===== config.mk =====
export PLATFORM = sky130hd
export DESIGN_NAME = settings_frame_parser_top
export DESIGN_NICKNAME = d
export VERILOG_FILES = /design/src/design/sfp_pkg.sv /design/src/design/sfp_varint.sv /design/src/design/settings_frame_parser_top.sv
export SDC_FILE = /design/constraint.sdc
export NUM_CORES = 1
export LEC_CHECK = 0
export BUFFER_PORTS_ARGS = -buffer_cell sky130_fd_sc_hd__buf_2
export CAP_MARGIN = 20
export CORE_ASPECT_RATIO = 0.5
export CORE_MARGIN = 5
export CORE_UTILIZATION = 53
export DETAILED_ROUTE_END_ITERATION = 16
export PLACE_DENSITY = 0.7
export SETUP_SLACK_MARGIN = 0.4
export SYNTH_ARGS = -nofsm -noshare
export SYNTH_HDL_FRONTEND = slang
export SYNTH_SLANG_ARGS = --single-unit

===== constraint.sdc =====
create_clock -name aclk -period 10.7 [get_ports aclk]
set_input_delay 2.14 -clock aclk [delete_from_list [all_inputs] [get_ports aclk]]
set_output_delay 2.14 -clock aclk [all_outputs]
set_load 0.01 [all_outputs]

===== src/design/sfp_pkg.sv =====
// Shared types, constants and helpers for the settings frame parser.
// No dependencies; imported by sfp_varint and settings_frame_parser_top.
package sfp_pkg;

    localparam int VAL_W = 62;

    // Parser phase within one frame.
    typedef enum logic [2:0] {
        PH_TYPE,
        PH_LEN,
        PH_ID,
        PH_VALUE,
        PH_SKIP,
        PH_DONE
    } phase_t;

    // Result status codes.
    localparam logic [1:0] ST_OK      = 2'd0;
    localparam logic [1:0] ST_INVALID = 2'd1;
    localparam logic [1:0] ST_PROTO   = 2'd2;

    // Configuration register indexes.
    localparam logic [1:0] CFG_FRAME_TYPE   = 2'd0;
    localparam logic [1:0] CFG_CONNECT_ID   = 2'd1;
    localparam logic [1:0] CFG_DATAGRAM_ID  = 2'd2;
    localparam logic [1:0] CFG_WT_ID        = 2'd3;

    // Configuration reset values.
    localparam logic [VAL_W-1:0] RST_FRAME_TYPE  = 62'd4;
    localparam logic [VAL_W-1:0] RST_CONNECT_ID  = 62'd8;
    localparam logic [VAL_W-1:0] RST_DATAGRAM_ID = 62'd51;
    localparam logic [VAL_W-1:0] RST_WT_ID       = 62'd727725890;

    localparam logic [7:0] VARINT_LOW_MASK = 8'h3f;

    // Status of the integer decoder for the byte being presented.
    typedef struct packed {
        logic starting;  // this byte opens a new integer
        logic done;      // the integer completes with this byte
    } varint_sts_t;

    // Encoded length in bytes of an integer whose first byte is b.
    function automatic logic [3:0] varint_len(input logic [7:0] b);
        logic [3:0] len;
        case (b[7:6])
            2'd0:    len = 4'd1;
            2'd1:    len = 4'd2;
            2'd2:    len = 4'd4;
            default: len = 4'd8;
        endcase
        return len;
    endfunction

endpackage


===== src/design/sfp_varint.sv =====
// Variable-length integer accumulator: one byte per request, big-endian.
// Depends on sfp_pkg.
module sfp_varint import sfp_pkg::*; (
    input  logic             aclk,
    input  logic             aresetn,
    input  logic             feed,
    input  logic             clear,
    input  logic [7:0]       data_byte,
    output logic [VAL_W-1:0] acc_next,
    output varint_sts_t      sts
);

    logic [VAL_W-1:0] acc_reg;
    logic [2:0]       left_reg;
    logic [2:0]       left_next;
    logic [3:0]       len;

    always_comb begin
        len = varint_len(data_byte);
        if (left_reg == 3'd0) begin
            acc_next  = {{(VAL_W-8){1'b0}}, data_byte & VARINT_LOW_MASK};
            left_next = 3'(len - 4'd1);
        end else begin
            acc_next  = {acc_reg[VAL_W-9:0], data_byte};
            left_next = left_reg - 3'd1;
        end
        sts.starting = (left_reg == 3'd0);
        sts.done     = (left_next == 3'd0);
    end

    always_ff @(posedge aclk) begin
        if (!aresetn) begin
            left_reg <= 3'd0;
        end else if (clear) begin
            left_reg <= 3'd0;
        end else if (feed) begin
            left_reg <= left_next;
        end
    end

    always_ff @(posedge aclk) begin
        if (feed) begin
            acc_reg <= acc_next;
        end
    end

endmodule


===== src/design/settings_frame_parser_top.sv =====
// A result is valid in the cycle after its last-marked byte is accepted.
// Throughput: one byte per cycle while no result is left waiting; the whole parser state
// updates on each accepted byte through the integer accumulator and the payload counter.
// A result left waiting holds off the next byte until it is taken.
// Reset is synchronous, active low; it restores the configuration defaults
// and starts a new frame. Depends on sfp_pkg and sfp_varint.
module settings_frame_parser_top import sfp_pkg::*; (
    input  logic             aclk,
    input  logic             aresetn,

    input  logic [7:0]       s_data_byte,
    input  logic             s_last,
    input  logic             s_valid,
    output logic             s_ready,

    output logic [1:0]       m_status,
    output logic             m_connect_enabled,
    output logic             m_datagram_enabled,
    output logic             m_webtransport_enabled,
    output logic             m_all_required,
    output logic             m_valid,
    input  logic             m_ready,

    input  logic             cfg_wr_en,
    input  logic [1:0]       cfg_index,
    input  logic [VAL_W-1:0] cfg_data
);

    logic [VAL_W-1:0] cfg_type_reg, cfg_connect_reg, cfg_datagram_reg, cfg_wt_reg;

    phase_t           phase_reg, phase_next, ph_mid;
    logic [VAL_W-1:0] ftype_reg, ftype_next;
    logic [VAL_W-1:0] pay_reg, pay_next;
    logic [VAL_W-1:0] pend_reg, pend_next;
    logic [2:0]       flags_reg, flags_next;
    logic [1:0]       lstat_reg, lstat_next;

    logic [1:0]       res_status;
    logic [2:0]       res_flags;

    logic             m_valid_reg;
    logic [1:0]       m_status_reg;
    logic [2:0]       m_flags_reg;

    logic             s_accept;
    logic             feed_raw, clear_raw;
    logic [VAL_W-1:0] acc_next;
    varint_sts_t      vsts;
    logic             pay_short, pay_last, busy;

    assign s_ready  = !m_valid_reg || m_ready;
    assign s_accept = s_valid && s_ready;

    sfp_varint u_varint (
        .aclk      (aclk),
        .aresetn   (aresetn),
        .feed      (s_accept && feed_raw),
        .clear     (s_accept && clear_raw),
        .data_byte (s_data_byte),
        .acc_next  (acc_next),
        .sts       (vsts)
    );

    // The next integer does not fit in what is left of the payload.
    assign pay_short = (pay_reg[VAL_W-1:4] == '0) &&
                       (pay_reg[3:0] < varint_len(s_data_byte));
    // This byte is the final one of the payload.
    assign pay_last  = (pay_reg[VAL_W-1:1] == '0);

    always_comb begin
        phase_next = phase_reg;
        ph_mid     = phase_reg;
        ftype_next = ftype_reg;
        pay_next   = pay_reg;
        pend_next  = pend_reg;
        flags_next = flags_reg;
        lstat_next = lstat_reg;
        feed_raw   = 1'b0;
        clear_raw  = 1'b0;
        busy       = 1'b0;
        res_status = ST_OK;
        res_flags  = 3'd0;

        case (phase_reg)
            PH_TYPE: begin
                feed_raw = 1'b1;
                if (vsts.done) begin
                    ftype_next = acc_next;
                    phase_next = PH_LEN;
                end
            end
            PH_LEN: begin
                feed_raw = 1'b1;
                if (vsts.done) begin
                    pay_next = acc_next;
                    if (ftype_reg != cfg_type_reg) begin
                        lstat_next = ST_PROTO;
                        phase_next = PH_DONE;
                    end else if (acc_next == '0) begin
                        lstat_next = ST_OK;
                        phase_next = PH_DONE;
                    end else begin
                        phase_next = PH_ID;
                    end
                end
            end
            PH_ID, PH_VALUE, PH_SKIP: begin
                if (phase_reg != PH_SKIP && vsts.starting && pay_short) begin
                    lstat_next = ST_INVALID;
                    ph_mid     = PH_SKIP;
                end
                if (pay_reg != '0) begin
                    pay_next = pay_reg - VAL_W'(1);
                end
                if (ph_mid == PH_ID || ph_mid == PH_VALUE) begin
                    feed_raw = 1'b1;
                    if (vsts.done) begin
                        if (ph_mid == PH_ID) begin
                            pend_next = acc_next;
                            ph_mid    = PH_VALUE;
                        end else begin
                            // First matching id wins; a zero value sets nothing.
                            if (acc_next != '0) begin
                                if (pend_reg == cfg_connect_reg) begin
                                    flags_next[0] = 1'b1;
                                end else if (pend_reg == cfg_datagram_reg) begin
                                    flags_next[1] = 1'b1;
                                end else if (pend_reg == cfg_wt_reg) begin
                                    flags_next[2] = 1'b1;
                                end
                            end
                            ph_mid = PH_ID;
                        end
                    end
                end
                busy = feed_raw ? !vsts.done : !vsts.starting;
                if (pay_last) begin
                    if (ph_mid == PH_SKIP || ph_mid == PH_VALUE || busy) begin
                        lstat_next = ST_INVALID;
                    end else begin
                        lstat_next = ST_OK;
                    end
                    clear_raw  = 1'b1;
                    phase_next = PH_DONE;
                end else begin
                    phase_next = ph_mid;
                end
            end
            default: ;
        endcase

        if (phase_next == PH_TYPE || phase_next == PH_LEN) begin
            res_status = ST_INVALID;
        end else if (phase_next == PH_DONE) begin
            res_status = lstat_next;
            res_flags  = (lstat_next == ST_PROTO) ? 3'd0 : flags_next;
        end else begin
            res_status = ST_PROTO;
        end

        // The final byte closes the frame; the next request starts a new one.
        if (s_last) begin
            phase_next = PH_TYPE;
            flags_next = 3'd0;
            lstat_next = ST_OK;
            clear_raw  = 1'b1;
        end
    end

    always_ff @(posedge aclk) begin
        if (!aresetn) begin
            cfg_type_reg     <= RST_FRAME_TYPE;
            cfg_connect_reg  <= RST_CONNECT_ID;
            cfg_datagram_reg <= RST_DATAGRAM_ID;
            cfg_wt_reg       <= RST_WT_ID;
        end else if (cfg_wr_en) begin
            case (cfg_index)
                CFG_FRAME_TYPE:  cfg_type_reg     <= cfg_data;
                CFG_CONNECT_ID:  cfg_connect_reg  <= cfg_data;
                CFG_DATAGRAM_ID: cfg_datagram_reg <= cfg_data;
                CFG_WT_ID:       cfg_wt_reg       <= cfg_data;
                default: ;
            endcase
        end
    end

    always_ff @(posedge aclk) begin
        if (!aresetn) begin
            phase_reg <= PH_TYPE;
            flags_reg <= 3'd0;
            lstat_reg <= ST_OK;
        end else if (s_accept) begin
            phase_reg <= phase_next;
            flags_reg <= flags_next;
            lstat_reg <= lstat_next;
        end
    end

    always_ff @(posedge aclk) begin
        if (s_accept) begin
            ftype_reg <= ftype_next;
            pay_reg   <= pay_next;
            pend_reg  <= pend_next;
        end
    end

    always_ff @(posedge aclk) begin
        if (!aresetn) begin
            m_valid_reg <= 1'b0;
        end else if (s_accept && s_last) begin
            m_valid_reg <= 1'b1;
        end else if (m_ready) begin
            m_valid_reg <= 1'b0;
        end
    end

    always_ff @(posedge aclk) begin
        if (s_accept && s_last) begin
            m_status_reg <= res_status;
            m_flags_reg  <= res_flags;
        end
    end

    assign m_valid                = m_valid_reg;
    assign m_status               = m_status_reg;
    assign m_connect_enabled      = m_flags_reg[0];
    assign m_datagram_enabled     = m_flags_reg[1];
    assign m_webtransport_enabled = m_flags_reg[2];
    assign m_all_required         = &m_flags_reg;

`ifndef SYNTH
    a_result_follows_last: assert property (@(posedge aclk) disable iff (!aresetn)
        s_valid && s_ready && s_last |=> m_valid)
        else $error("no result after the final byte of a frame");

    a_frame_restarts: assert property (@(posedge aclk) disable iff (!aresetn)
        s_valid && s_ready && s_last |=> phase_reg == PH_TYPE && flags_reg == 3'd0)
        else $error("frame state not cleared after the final byte");

    a_proto_no_flags: assert property (@(posedge aclk) disable iff (!aresetn)
        m_valid && m_status == ST_PROTO |-> m_flags_reg == 3'd0)
        else $error("flags reported with a protocol error");

    a_no_status_three: assert property (@(posedge aclk) disable iff (!aresetn)
        m_valid |-> m_status != 2'd3)
        else $error("undefined status code in a result");

    a_done_header_valid: assert property (@(posedge aclk) disable iff (!aresetn)
        phase_reg == PH_DONE |-> lstat_reg != 2'd3)
        else $error("undefined latched status after the payload");
`endif

endmodule

==> Word-level counts from Yosys, hierarchy flattened <==
Index checks and enable logic that the tools add are counted.
Widths: inputs -> output; s select.
{ "totals": {"ff_bits": 505, "in_bits": 78, "out_inout_bits": 8, "elab_cells": 132} }
{ "op_classes": {"n_addsub": 3, "n_lt_le_gt_ge": 1, "n_eq_ne": 23, "n_mux": 48, "bitwise_logic": 2, "n_reduce_logical": 40} }
{ "op_table": {"columns": ["op", "count"], "rows": [
  ["$eq 62x62->1", 3],
  ["$mux 62", 3],
  ["$pmux 62 s2", 1],
  ["$reduce_bool 62->1", 2],
  ["$logic_not 62->1", 1],
  ["$ne 62x62->1", 1],
  ["$sub 62x1->62 const B", 1],
  ["$logic_not 61->1", 1],
  ["$logic_not 58->1", 1],
  ["$mux 3", 18],
  ["$mux 2", 8],
  ["$eq 3x2->1 const B", 5],
  ["$mux 1", 14],
  ["$logic_not 3->1", 4],
  ["$pmux 4 s3", 1],
  ["$eq 3x3->1 const B", 3],
  ["$pmux 3 s3", 1],
  ["$eq 2x2->1 const B", 4],
  ["$reduce_and 2->1", 4],
  ["$logic_and 1x1->1", 7],
  ["$eq 3x1->1 const B", 2],
  ["$reduce_and 3->1", 2],
  ["$reduce_or 3->1", 2],
  ["$sub 3x1->3 const B", 2],
  ["other kinds (14)", 26]
]} }

==> Logic depth before layout (Yosys ltp) <==
Gate-level depths: netlist of run 1.
{ "depth": {"ltp_word": 20, "depth_mapped": 13, "mapped_depth_nobuf": 11} }

==> Modules after synthesis <==
Synthesis of run 1 repeated with hierarchy kept, for this count alone.
{ "hier_totals": {"cells_unflattened": 2224, "hier_area_um2": 21921.0} }
{ "modules_own_cells": {"columns": ["mod", "instances", "cells_each", "area_each_um2", "seq_area_each_um2"], "rows": [
  ["settings_frame_parser_top", 1, 2076, 19650.1, 10880.4],
  ["sfp_varint", 1, 148, 2270.9, 1681.6]
]} }

==> Least setup slack after synthesis of run 1 <==
No wires, ideal clock.
{ "synth_timing": {"path_kind": "input -> register", "startpoint": "in s_data_byte[7]", "endpoint": "reg pend_reg[0], enable pin", "setup_time_ps": 635, "arrival_ps": 9058, "t_required_ps": 10065, "slack_ps": 1007, "cell_stages": 6, "path_buffers": 0, "path_cell_list": "nor4_1 nor2_1 ha_1 nor3_1 o21ai_1 nor4_1"} }
{ "synth_via": {"elab_cells_between_ends": 16, "cone_classes": "add/sub: 1; order compare: 1; eq/ne: 4; mux: 4; reduce/logical: 6"} }
{ "synth_lines": {"columns": ["item", "line", "source"], "rows": [
  ["start, declared", "settings_frame_parser_top.sv:11", "input logic [7:0] s_data_byte,"],
  ["$eq 2x2->1 (tied with other cells)", "sfp_pkg.sv:45", "case (b[7:6])"],
  ["$pmux 4 s3 *", "sfp_pkg.sv:45", null],
  ["$sub 3x1->3 *", "sfp_varint.sv:22", "left_next = 3'(len - 4'd1);"],
  ["$mux 3 *", "sfp_varint.sv:20", "if (left_reg == 3'd0) begin"],
  ["named net u_varint.left_next[0]", "sfp_varint.sv:15", "logic [2:0] left_next;"],
  ["$logic_not 3->1 *", "sfp_varint.sv:28", "sts.done = (left_next == 3'd0);"],
  ["$reduce_and 5->1 (no source line) *", null, null],
  ["end signal, assigned", "settings_frame_parser_top.sv:203", "pend_reg <= pend_next;"],
  ["end, declared", "settings_frame_parser_top.sv:34", "logic [VAL_W-1:0] pend_reg, pend_next;"]
]} }
Mark *: on every way through the listed nets, which the timed path passes. The rest lies on a longest branch. The select of a mux whose other input is x is not followed.
A chain may end at the register's enable or synchronous reset.

==> Worst setup path after layout of run 1 <==
{ "layout_timing": {"startpoint": "in m_ready", "endpoint": "out s_ready"} }
{ "layout_via": {"elab_chain_len": 1} }
{ "layout_rtl": {"columns": ["item", "line", "source"], "rows": [
  ["start, declared", "settings_frame_parser_top.sv:22", "input logic m_ready,"],
  ["$logic_or 1x1->1", "settings_frame_parser_top.sv:51", "assign s_ready = !m_valid_reg || m_ready;"],
  ["end, declared", "settings_frame_parser_top.sv:14", "output logic s_ready,"]
]} }
No other way between the ends.

==> results of run 1 <==
==> worst register-to-register path, cell delays in order, from the launching register on <==
cell      delay [ns]
edfxtp_1        0.46
inv_1           0.09
ha_1            0.18
nor3b_1         0.48
nand3b_1        0.40
nor4_1          0.54
nand2b_1        0.20
nor4_1          0.61
nor4b_1         0.53
a211oi_4        0.16
buf_4           0.37
==> worst paths after layout <==
kind,start,end,slack [ns],depth (start not counted)
setup / recovery,m_ready,s_ready,6.01,3
hold / removal,cfg_datagram_reg[23],cfg_datagram_reg[23],0.46,2
setup reg to reg,pay_reg[0],pay_reg[1],6.31,10
hold reg to reg,cfg_datagram_reg[23],cfg_datagram_reg[23],0.46,2
==> kinds of logic (layout without fill, tap and decap cells) <==
kind of cell,after synthesis,in the layout,share of synthesized area
DFF,505,505,0.569
xor gates and xnor gates,286,286,0.113
AOI/OAI and AO/OA,353,353,0.0970
buffers and inverters,132,213,0.0228
adders and majority gates,6,6,0.00340
and+or+nand+nor,929,929,0.192
muxes,4,4,0.00187
==> layout by cell type, fill, tap and decap left out, types with 7 or more instances in the layout <==
| cell | n |
|---|---|
| a21boi_0 | 79 |
| a21oi_1 | 162 |
| a31oi_1 | 7 |
| and2_1 | 61 |
| buf_2 | 85 |
| buf_4 | 17 |
| clkbuf_1 | 8 |
| clkbuf_16 | 53 |
| clkbuf_8 | 9 |
| dfxtp_1 | 260 |
| edfxtp_1 | 245 |
| inv_1 | 25 |
| nand2_1 | 591 |
| nand3_1 | 25 |
| nand4_1 | 44 |
| nor2_1 | 58 |
| nor3_1 | 25 |
| nor4_1 | 68 |
| o21ai_0 | 37 |
| o21ai_1 | 17 |
| or3_1 | 7 |
| xnor2_1 | 160 |
| xor2_1 | 126 |
==> final cells by class <==
cell class | instances | area (µm²) | area share
clock inverters | 14 | 228 | 0.00923
clock buffers | 70 | 1480 | 0.0600
repair buffers | 103 | 561 | 0.0227
flip-flops and latches | 505 | 12600 | 0.509
inverters | 26 | 100 | 0.00406
multi-input cells | 1578 | 9070 | 0.368
well taps | 540 | 676 | 0.0274
==> layer usage <==
layer  track usage  vias up  routed length (µm)
met4        0.0919        0                2140
met3        0.0867       98                8940
met1         0.415     7885               28200
met5             0        -                   0
li1              -     7706                   -
met2         0.392      800               27100
==> where the power goes <==
| part | switching [mW] | internal [mW] |
|---|---|---|
| clock network | 0.743 | 1.10 |
| logic | 0.236 | 0.101 |
| registers | 0.0425 | 2.12 |
==> stage by stage <==
step	hold WS (ns)	power [mW]
6_report	0.460	4.35
4_1_cts	0.458	4.35
3_3_place_gp	0.442	2.53
5_1_grt	0.471	4.48
2_1_floorplan	0.436	2.39
3_5_place_dp	0.448	2.53
==> metrics, run 1 <==
LEAKAGE=8.51 nW; critical path cell sequence=buf_2 -> nand2b_1 -> buf_2; Post-CTS Setup Inserts=0; RSZ-0062 raised after global routing=false; CTS tree=yes; crit path time final=4.69 ns; MaxCap Viol Count=0; cell mode on critical path=buf_2; async set-reset flop share out of synthesis=0; Synth Register Bits=505; slowest CP cell=nand2b_1; endpoints failing setup=0; Yosys top cell area share=0.333; Gate Count Post-Synth=2215; # diodes=0; Die Width=299 µm; detailed-router iteration count before antenna repair=6; crit path DAT=2.55 ns; Synth Warn #=0; Slew headroom=0.310; Post-Route Setup TNS=0 ns; period utilization=0.439; largest net degree at the start of global routing=102; CP top delay family=buffers and inverters; Total Routed Length=66400 µm; Worst Tran Pin Value=1.03 ns; Root Buffer=clkbuf_16; Distinct cells, synth=66; vias=16500; vias in the first global route=15100; Clock Skew=0.0286 ns; EDFF count, synth=245; Fin. Hold Viols=0; FILL cells=3369; Final Cell Area=24700 µm²; Cell Count, Final, Fillers Out=2836; global-route wire length before repair=97000 µm; pwr dens=176 nW/µm²; crit path capture type=primary output; Total GRT Usage=0.280; count leader, synth=nand2_1; syn avg cell area=9.96 µm²; # placed instances=2751; Top FF cell, synth=dfxtp_1; kind of critical path=input port to primary output; # nets final=2343; core area=40800 µm²; initial DRC count=2125; CTS Sinks=505; fmax=213 MHz; clock latency on the worst-skew pair=0.57 ns; Critical Path Max Stage Delay=0.17 ns; final core occ=0.605; area grow syn2layout=11.8%; H-Tree Depth=2; CTS Hold Buffers Added=0; GP Congestion=0.941; critical path buffer and inverter count=2; worst path required time=8.56 ns; Vert. Die Dim=154 µm; Synth Cell Area=22100 µm²; Congestion Overflow GR=0; CTS Buffer Depth=3; top cells by area, synth=edfxtp_1, dfxtp_1, nand2_1; Yosys top cell by area=edfxtp_1; crit path launch type=input port; DP HPWL=47000 µm; max-slew violations=0; residual DRC count=0; maximum vdd drop=0.000120 V; layout cell share with drive strength beyond 1=0.0928; post-place setup slack=5.50 ns; row cnt=52; Post-DRT Antenna Nets=0; Syn Nets=2299; IO Count=86; starting density of the core=0.541; outcome=finished, final reports clean; Die Footprint=46100 µm²; DR WL/cell=23.4 µm; initial antenna violation count=0; Setup WS post-layout=6.01 ns; via density per instance=5.81; Area after DPL=23000 µm²; cts repair resizes=0; port buffer count=85; Clock transition at path regs=0.07 ns; Max FO, Critical Path=4; Hold WC Path Type=flip-flop to flip-flop; sequential share of the synthesized area=0.569; synth cell count leaders=nand2_1, dfxtp_1, edfxtp_1; CTS Buf Count=45
Note: power is estimated with default switching activity, not from simulation.
==> run 2: changes to the inputs <==
Settings changed: ABC_AREA set to 1, PLACE_DENSITY 0.7 to 0.73.
Clock period 10.7 ns to 3.9 ns, I/O delays scaled along.
==> metrics, run 2 <==
H-Tree Depth=2 (unchanged); core area=43400 µm² (was 40800 µm²); cts repair resizes=0 (unchanged); Hold WC Path Type=flip-flop to flip-flop (unchanged); DR WL/cell=20.0 µm (was 23.4 µm); synth cell count leaders=nand2_1, nor2_1, inv_1 (was nand2_1, dfxtp_1, edfxtp_1); Post-CTS Setup Inserts=0 (unchanged); Slew headroom=0.228 (was 0.310); Worst Tran Pin Value=1.16 ns (was 1.03 ns); layout cell share with drive strength beyond 1=0.0820 (was 0.0928); # placed instances=3355 (was 2751); Total Routed Length=68800 µm (was 66400 µm); async set-reset flop share out of synthesis=0 (unchanged); detailed-router iteration count before antenna repair=6 (unchanged); Die Footprint=48200 µm² (was 46100 µm²); most frequent cells in the layout=nand2_1, nor2_1, inv_1 (was nand2_1, dfxtp_1, edfxtp_1); CTS Sinks=505 (unchanged); Distinct cells, synth=42 (was 66); crit path launch type=flip-flop (was input port); via density per instance=5.54 (was 5.81); worst path required time=4.19 ns (was 8.56 ns); CTS Buf Count=46 (was 45); Cell Count, Final, Fillers Out=3441 (was 2836); Gate Count Post-Synth=2761 (was 2215); # diodes=0 (unchanged); fmax=334 MHz; period utilization=0.767; crit path time final=2.99 ns; maximum vdd drop=0.000343 V (was 0.000120 V); Top FF cell, synth=dfxtp_1 (unchanged); MaxCap Viol Count=0 (unchanged); LEAKAGE=10.2 nW (was 8.51 nW); Synth Register Bits=505 (unchanged); crit path capture type=flip-flop (was primary output); CTS tree=yes (unchanged); Tot Pwr=12.0 mW (was 4.35 mW); CTS Hold Buffers Added=0 (unchanged); Total GRT Usage=0.278 (was 0.280); residual DRC count=0 (unchanged); Post-Route Setup TNS=0 ns (unchanged); syn avg cell area=8.38 µm² (was 9.96 µm²); top cells by area, synth=edfxtp_1, dfxtp_1, nand2_1 (unchanged); Post-DRT Antenna Nets=0 (unchanged); Die Width=306 µm (was 299 µm); Clock Skew=0.0257 ns (was 0.0286 ns); Yosys top cell by area=edfxtp_1 (unchanged); sequential share of the synthesized area=0.543 (was 0.569); max-slew violations=0 (unchanged); port buffer count=85 (unchanged); vias=19000 (was 16500); commonest non-fill, non-tap cell in the layout=nand2_1 (unchanged); IO Count=86 (unchanged); Yosys top cell area share=0.318 (was 0.333); GP Congestion=0.920 (was 0.941); Fin. Hold Viols=0 (unchanged); row cnt=54 (was 52); # nets final=2900 (was 2343); initial antenna violation count=0 (unchanged); largest net degree at the start of global routing=177 (was 102); Clock transition at path regs=0.07 ns (about the same); CTS Buffer Depth=3 (unchanged); starting density of the core=0.534 (was 0.541); Root Buffer=clkbuf_16 (unchanged); vias in the first global route=17200 (was 15100); post-place setup slack=0.833 ns (was 5.50 ns); outcome=finished, final reports clean (unchanged); pwr dens=463 nW/µm² (was 176 nW/µm²); Max FO, Critical Path=62 (was 4); Setup WS post-layout=0.908 ns (was 6.01 ns); crit path DAT=3.28 ns (was 2.55 ns); endpoints failing setup=0 (unchanged); Synth Warn #=0 (unchanged); count leader, synth=nand2_1 (unchanged); area grow syn2layout=11.7% (was 11.8%); EDFF count, synth=245 (unchanged); DP HPWL=49500 µm (was 47000 µm); Syn Nets=2845 (was 2299); Vert. Die Dim=158 µm (was 154 µm); Congestion Overflow GR=0 (unchanged); clock latency on the worst-skew pair=0.58 ns (was 0.57 ns); kind of critical path=flip-flop to flip-flop (was input port to primary output); RSZ-0062 raised after global routing=false (unchanged); initial DRC count=2578 (was 2125); global-route wire length before repair=102000 µm (was 97000 µm); Synth Cell Area=23100 µm² (was 22100 µm²); FILL cells=3733 (was 3369)
-- run 2: cell count changes in the layout (fill, tap and decap cells not counted), sizes merged, moves of 55 or more --
cell	delta
nor4	-55
inv	+274
o21ai	+226
a21boi	-79
and2	-58
xor2	-73
nor2	+364
-- run 2: layout make-up --
| cell class | instances | area (µm²) | area share |
|---|---|---|---|
| clock buffer | 59 | 1270 | 0.0492 |
| clock inverter | 26 | 277 | 0.0107 |
| inverter | 302 | 1140 | 0.0441 |
| multi-input combinational | 1854 | 9160 | 0.354 |
| sequential | 505 | 12600 | 0.486 |
| tap | 588 | 736 | 0.0285 |
| timing repair buffer | 107 | 706 | 0.0273 |
-- run 2: cells by family after synthesis --
group | synth area share
buf+inv | 0.0663
xor+xnor | 0.0772
fa+ha+maj | 0.00324
flops | 0.543
compound gates | 0.101
simple gates | 0.210
-- run 2: stage by stage --
stage	instance area (µm²)	hold WS (ns)	util
floorplan	23200	0.434	-
global placement	24300	0.446	0.560
detailed placement	24300	0.453	0.560
CTS	25800	0.432	0.595
global route	25800	0.449	0.596
finish	25800	0.460	0.596
-- run 2: layer usage --
metal	vias to the layer above	global-route usage	wire, µm
li1	9042	-	-
met5	-	0	0
met2	946	0.395	27900
met1	8945	0.419	30000
met3	116	0.0749	8990
met4	0	0.0773	1910
-- run 2: final timing paths --
path                                          from                 end  slack (ns)  depth (start not counted)
worst max-delay path                    pay_reg[0]         pay_reg[34]        0.91                         12
worst min-delay path            cfg_connect_reg[5]  cfg_connect_reg[5]        0.46                          2
worst max register to register          pay_reg[0]         pay_reg[34]        0.91                         12
worst min register to register  cfg_connect_reg[5]  cfg_connect_reg[5]        0.46                          2
-- run 2: critical path: stages (launching register included) --
cell and delay (ns):
edfxtp_1 0.44, inv_1 0.17, ha_1 0.24, nand2_1 0.12
nor2_1 0.18, nand3_1 0.16, nor2_2 0.19, inv_1 0.13
nor3_4 0.17, nand4_1 0.18, o21ai_0 0.39, nor3_4 0.07
buf_12 0.23
-- run 2: power by group --
part | switching, mW | internal, mW
combinational | 0.858 | 0.345
clock | 2.09 | 2.65
sequential | 0.138 | 5.88
total | 3.09 | 8.88
